`config.mk`:
```
export PLATFORM = sky130hd
export DESIGN_NAME = wvp_divider
export DESIGN_NICKNAME = d
export VERILOG_FILES = /design/src/rtl/core/wvp_pkg.sv /design/src/rtl/core/wvp_divider.sv
export SDC_FILE = /design/constraint.sdc
export NUM_CORES = 2
export LEC_CHECK = 0
export BUFFER_PORTS_ARGS = -buffer_cell sky130_fd_sc_hd__buf_2
export CORE_MARGIN = 2
export CORE_UTILIZATION = 64
export CTS_CLUSTER_SIZE = 30
export DETAILED_ROUTE_END_ITERATION = 12
export PLACE_DENSITY_LB_ADDON = 0.12
export SLEW_MARGIN = 10
export SYNTH_ARGS = -nofsm -noshare
export SYNTH_HDL_FRONTEND = slang
export SYNTH_SLANG_ARGS = --single-unit
```
`constraint.sdc`:
```
create_clock -name clk_i -period 4.01 [get_ports clk_i]
set_clock_uncertainty 0.2 [all_clocks]
set_input_delay 0.2005 -clock clk_i [delete_from_list [all_inputs] [get_ports clk_i]]
set_output_delay 0.2005 -clock clk_i [all_outputs]
set_load 0.01 [all_outputs]
```
`src/rtl/core/wvp_pkg.sv`:
```
// wvp_pkg: shared constants, widths and codes of the wireframe vertex projector
// used by the channel interfaces, the cordic lanes, the divider and the top level
// no dependencies
package wvp_pkg;

  // sizing of the algorithm
  localparam int CORDIC_STEPS = 16;
  localparam int SCREEN_BITS  = 12;
  localparam int TABLE_LEN    = 20;

  // field widths
  localparam int AW     = 16;  // angle, degrees Q8.7
  localparam int CW     = 16;  // coordinate, Q4.12
  localparam int TW     = 16;  // sine and cosine, Q1.14
  localparam int OW     = 10;  // screen origin
  localparam int CFG_IW = 3;
  localparam int CFG_DW = 16;

  // cordic datapath
  localparam int XW = 32;      // x and y in Q.28
  localparam int ZW = 26;      // residual angle, degrees Q.16
  localparam logic signed [XW-1:0] GAIN_Q28  = 32'sd163008219;
  localparam logic signed [16:0]   DEG180_Q7 = 17'sd23040;
  localparam logic signed [16:0]   DEG360_Q7 = 17'sd46080;
  localparam logic signed [16:0]   DEG90_Q7  = 17'sd11520;
  localparam logic signed [TW-1:0] TRIG_ONE  = 16'sd16384;
  localparam int TRIG_FRAC = 14;

  // arctangent of 2^-i in degrees Q.16
  localparam logic signed [ZW-1:0] ATAN_DEG_Q16 [TABLE_LEN] = '{
    26'sd2949120, 26'sd1740967, 26'sd919879, 26'sd466945, 26'sd234379,
    26'sd117304,  26'sd58666,   26'sd29335,  26'sd14668,  26'sd7334,
    26'sd3667,    26'sd1833,    26'sd917,    26'sd458,    26'sd229,
    26'sd115,     26'sd57,      26'sd29,     26'sd14,     26'sd7
  };

  // vertex datapath
  localparam int VW    = CW + 1;        // centred coordinate
  localparam int PRW   = VW + TW + 1;   // rotation product
  localparam int SUMW  = PRW + 1;       // sum of two products
  localparam int RTW   = VW + 1;        // after first rotation
  localparam int R2W   = RTW + 1;       // after second rotation
  localparam int MAGW  = R2W - 1;       // magnitude of a rotated coordinate
  localparam int KW    = 32;            // scale_factor * view_depth
  localparam int MW    = MAGW + KW;     // magnitude times scale
  localparam int M20W  = MW + 5;        // times twenty
  localparam int FRAC  = 18;            // 2^18 folded into the divisor
  localparam int NW    = M20W - FRAC;   // dividend
  localparam int DENW  = 25;            // signed denominator
  localparam int DW    = DENW - 1;      // positive denominator
  localparam int QB    = SCREEN_BITS + 2;
  localparam int RW    = DW + QB;
  localparam int PW    = QB + 2;        // unsaturated pixel

  localparam logic signed [PW-1:0] SMAX_P = PW'((1 << (SCREEN_BITS - 1)) - 1);
  localparam logic signed [PW-1:0] SMIN_P = -PW'(1 << (SCREEN_BITS - 1));

  // action codes
  localparam logic ACT_ATTITUDE = 1'b0;
  localparam logic ACT_VERTEX   = 1'b1;

  // configuration register indexes
  typedef enum logic [CFG_IW-1:0] {
    CFG_CENTER_X     = 3'd0,
    CFG_CENTER_Y     = 3'd1,
    CFG_CENTER_Z     = 3'd2,
    CFG_SCALE_FACTOR = 3'd3,
    CFG_VIEW_DEPTH   = 3'd4,
    CFG_ORIGIN_X     = 3'd5,
    CFG_ORIGIN_Y     = 3'd6
  } cfg_idx_e;

endpackage

```
`src/rtl/core/wvp_divider.sv`:
```
// wvp_divider: pipelined restoring divider, one quotient bit per stage
// gives QB quotient bits, an overflow flag and a nonzero remainder flag; uses wvp_pkg
module wvp_divider (
  input  logic                     clk_i,
  input  logic                     rst_ni,
  input  logic                     en_i,
  input  logic [wvp_pkg::NW-1:0]   n_i,
  input  logic [wvp_pkg::DW-1:0]   d_i,
  output logic [wvp_pkg::QB-1:0]   q_o,
  output logic                     ovf_o,
  output logic                     rem_nz_o
);
  import wvp_pkg::*;

  logic [RW-1:0] r_q   [QB+1];
  logic [DW-1:0] d_q   [QB+1];
  logic [QB-1:0] q_q   [QB+1];
  logic          ovf_q [QB+1];

  // quotient too large for QB bits
  always_ff @(posedge clk_i or negedge rst_ni) begin
    if (!rst_ni) begin
      r_q[0]   <= '0;
      d_q[0]   <= '0;
      q_q[0]   <= '0;
      ovf_q[0] <= 1'b0;
    end else if (en_i) begin
      r_q[0]   <= RW'(n_i);
      d_q[0]   <= d_i;
      q_q[0]   <= '0;
      ovf_q[0] <= RW'(n_i) >= (RW'(d_i) << QB);
    end
  end

  // trial subtract, most significant bit first
  for (genvar j = 1; j <= QB; j++) begin : g_bit
    logic [RW-1:0] dsh;
    assign dsh = RW'(d_q[j-1]) << (QB - j);

    always_ff @(posedge clk_i or negedge rst_ni) begin
      if (!rst_ni) begin
        r_q[j]   <= '0;
        d_q[j]   <= '0;
        q_q[j]   <= '0;
        ovf_q[j] <= 1'b0;
      end else if (en_i) begin
        d_q[j]   <= d_q[j-1];
        ovf_q[j] <= ovf_q[j-1];
        if (r_q[j-1] >= dsh) begin
          r_q[j] <= r_q[j-1] - dsh;
          q_q[j] <= q_q[j-1] | (QB'(1) << (QB - j));
        end else begin
          r_q[j] <= r_q[j-1];
          q_q[j] <= q_q[j-1];
        end
      end
    end
  end

  assign q_o      = q_q[QB];
  assign ovf_o    = ovf_q[QB];
  assign rem_nz_o = |r_q[QB];

`ifndef SYNTH
  // without overflow the remainder ends below a nonzero divisor
  a_rem_below : assert property (@(posedge clk_i) disable iff (!rst_ni)
    (!ovf_q[QB] && d_q[QB] != '0) |-> (r_q[QB] < RW'(d_q[QB])))
    else $error("divider remainder not reduced");
`endif

endmodule
```
==> results.tsv <==
stage	metric	value	unit
worst_setup_path	WP data required	4.36	ns
final_layout	commonest non-fill, non-tap cell in the layout	dfrtp_1	
placement	placer's final routability congestion estimate	0.963	
final_layout	most frequent cells in the layout	1,025 x dfrtp_1, 689 x nand2_1, 689 x a21oi_1	
synthesis	yosys warns	0	
synthesis	Seq cells post-synth	1025	
power_and_ir_drop	Comb power frac	49.4	%
power_and_ir_drop	Internal	0.0321	W
sta	Final Setup Violations	0	
drt	DRC violations left	0	
cts	CTS tree	yes	
sta	Max Clk Rate	259	MHz
global_route	initial antenna violation count	5	
sta	fin worst setup slack	0.152	ns
floorplanning	Initial Util	64.7	%
sta	Tcrit/Tclk final	96.2	%
sta	max_slew headroom	28.4	%
power_and_ir_drop	P per Cell Area	816	nW/um^2
floorplanning	DIE AREA	98800	um^2
drt	Antenna Nets Post-Route	0	
cts	TritonCTS Sinks	1025	
cts	CTS buffer count	108	
worst_setup_path	Crit Path Category	flop to flop	
cts	Clock Tree Root	clkbuf_16	
power_and_ir_drop	Flop pwr share	31.1	%
drt	Avg WL per Cell	20.6	um
drt	vias	50900	
sta	Final Hold Fails	0	
synthesis	mapped cell area	61600	um^2
power_and_ir_drop	Leak Pwr	29.7	nW
sta	fin. max-slew vios	0	
power_and_ir_drop	clock share of power	19.5	%
final_layout	Synth-to-Final Area Change	10.7	%
worst_setup_path	CP Max Fanout	8	
run	Max-Cap Viols	0	
drt	Initial DRC Count	4008	
global_route	first-pass GRT wire length	268	mm
floorplanning	I/O pins	80	
placement	pre-CTS setup slack	0.172	ns
worst_setup_path	CP Launch Type	flop	
global_route	GRT Total Usage	34.3	%
synthesis	top_reg_cell synth	dfrtp_1	
synthesis	Syn Nets	7307	
power_and_ir_drop	P_sw	0.0236	W
cts	Clock Latency Late Sink	0.71	ns
sta	Tightest Pin Transition	1.07	ns
worst_hold_path	worst min-delay path category	input pin to flop	
global_route	GR Overflow Total	0	
floorplanning	# rows	113	
synthesis	sequential share of the synthesized area	41.6	%
drt	DR pass1 iterations	6	
placement	Port Buffers	79	
placement	Post-DP HPWL	125	mm
power_and_ir_drop	switch share	42.4	%
final_layout	Nets	7362	
final_layout	share of layout cells above drive strength 1	10.2	%
synthesis	Mean Syn Cell Area	8.97	um^2
power_and_ir_drop	maximum VDD drop	0.000513	V
final_layout	Layout fillers	7414	
floorplanning	core area	95300	um^2
drt	vias per inst	6.15	
synthesis	Synth cell types	88	
synthesis	Synth area leaders	dfrtp_1 42%, ha_1 7.3%, a21oi_1 5.6%, mux2_2 4.6%, o21ai_0 4.5%	
sta	Final min period	3.86	ns
global_route	vias in the first global route	49500	
worst_setup_path	CP Capture Type	flop	
status	outcome	finished, final reports clean	
cts	clk buf depth	3	
placement	placed cells	8009	
floorplanning	Die Ht	314	um
synthesis	Mapped Cells	6870	
cts	H-tree levels	3	
synthesis	asr flop ratio synth	100	%
worst_setup_path	crit path DAT	4.21	ns
final_layout	Non-Filler Instances	8276	
synthesis	number of enable flip-flop cells after synthesis	0	
cts	Reg clk slew, reported paths	0.06	ns
global_route	largest net degree at the start of global routing	245	
drt	Routed WL	170	mm
synthesis	post-synth top area cell	dfrtp_1	
floorplanning	die width	314	um
synthesis	share of the synthesized area in the top cell type	41.6	%
[cells in the mapped netlist (17+ instances only)]
cell / number
dfrtp_1: 1025
a21oi_1: 690
nand2_1: 689
nor2_1: 654
o21ai_0: 555
inv_1: 457
ha_1: 359
clkbuf_1: 270
mux2_2: 250
xnor2_1: 203
mux2i_1: 162
a21o_1: 153
xor2_1: 123
a31oi_1: 110
nand3_1: 95
nor3_1: 81
nand4_1: 68
o21a_1: 63
or3_1: 58
nor2b_1: 52
nand2b_1: 50
nor4_1: 49
and3_1: 48
a211oi_1: 47
o211ai_1: 45
o21bai_1: 43
o31ai_1: 33
or2_2: 30
and2_1: 24
or4_1: 22
a21boi_0: 20
a211o_1: 17
nand3b_1: 17
[per-layer routing]
layer / part of all wire [%] / track usage [%] / up-vias
li1: - / - / 24300
met1: 42 / 45.6 / 24900
met2: 48 / 56.0 / 1424
met3: 6.8 / 6.90 / 337
met4: 3.6 / 12.2 / 0
met5: 0 / 0 / -
[repair_timing]
item	4_1_cts	5_1_grt
resized for setup	0	6
hold buffers	65	0
hold endpoints to repair	756	0
endpoints found under the setup margin	0	25
setup buffers	0	6
[sequential cells by signal, indices dropped and copies added (netlist names)]
register and cells:
d_q 336, ovf_o 1, ovf_q 14, q_o 14
q_q 91, r_q 569
[cells by family after synthesis]
kind of cell	Yosys count	share of synthesized area (%)
simple gates	2007	14.9
flops	1025	41.6
fa+ha+maj	373	7.74
buf+inv	773	4.86
mux	414	7.25
compound gates	1952	19.0
xor+xnor	326	4.63
[power groups by stage]
stage	clock, W	combinational [W]	sequential (W)
2_1_floorplan	0	0.0210	0.0156
3_3_place_gp	0	0.0263	0.0173
3_5_place_dp	0	0.0268	0.0174
4_1_cts	0.0110	0.0271	0.0172
5_1_grt	0.0114	0.0306	0.0176
6_report	0.0109	0.0275	0.0173
[final timing paths]
path / start / to / slack (ns) / depth (start not counted)
worst max-delay path: r_q[397]$_DFFE_PN0P_ / r_q[379]$_DFFE_PN0P_ / 0.15 / 12
worst min-delay path: d_i[7] / d_q[343]$_DFFE_PN0P_ / 0.06 / 4
worst max register to register: r_q[397]$_DFFE_PN0P_ / r_q[379]$_DFFE_PN0P_ / 0.15 / 12
worst min register to register: d_q[166]$_DFFE_PN0P_ / d_q[142]$_DFFE_PN0P_ / 0.28 / 2
max in group asynchronous: rst_ni / d_q[348]$_DFFE_PN0P_ / 2.17 / 4
min in group asynchronous: rst_ni / r_q[493]$_DFFE_PN0P_ / 0.46 / 3
[per-stage QoR]
stage	TNS [ns]	power (W)	util, %	cell area, um^2	hold slack, ns
global placement	0	0.0436	66.7	63600	0.0872
global route	-0.0294	0.0596	71.6	68200	0.0663
detailed placement	0	0.0442	66.7	63600	0.0871
floorplan	0	0.0367	-	61600	-0.295
CTS	0	0.0553	71.5	68100	0.0257
finish	0	0.0557	71.6	68200	0.0581
[critical path, stage by stage (launching register included)]
cell and delay, ns:
dfrtp_1 0.42, ha_1 0.43, o21a_1 0.16, o211ai_1 0.13, a2111oi_0 0.41, o21ai_0 0.20, buf_4 0.18, a21oi_1 0.33
buf_4 0.21, a21oi_1 0.14, a2111oi_0 0.63, xnor2_1 0.19, a21oi_1 0.09
[cell type report]
type                    count  area, um^2  share of cell area, %
diodes                      1        2.50                0.00367
clock buffers             152        3190                   4.68
clock inverters            43         666                  0.976
inverters                 458        1720                   2.52
multi-input cells        5072       33100                   48.5
flip-flops and latches   1025       25600                   37.6
well taps                1265        1580                   2.32
repair buffers            260        2310                   3.39
Note: power is estimated with default switching activity, not from simulation.
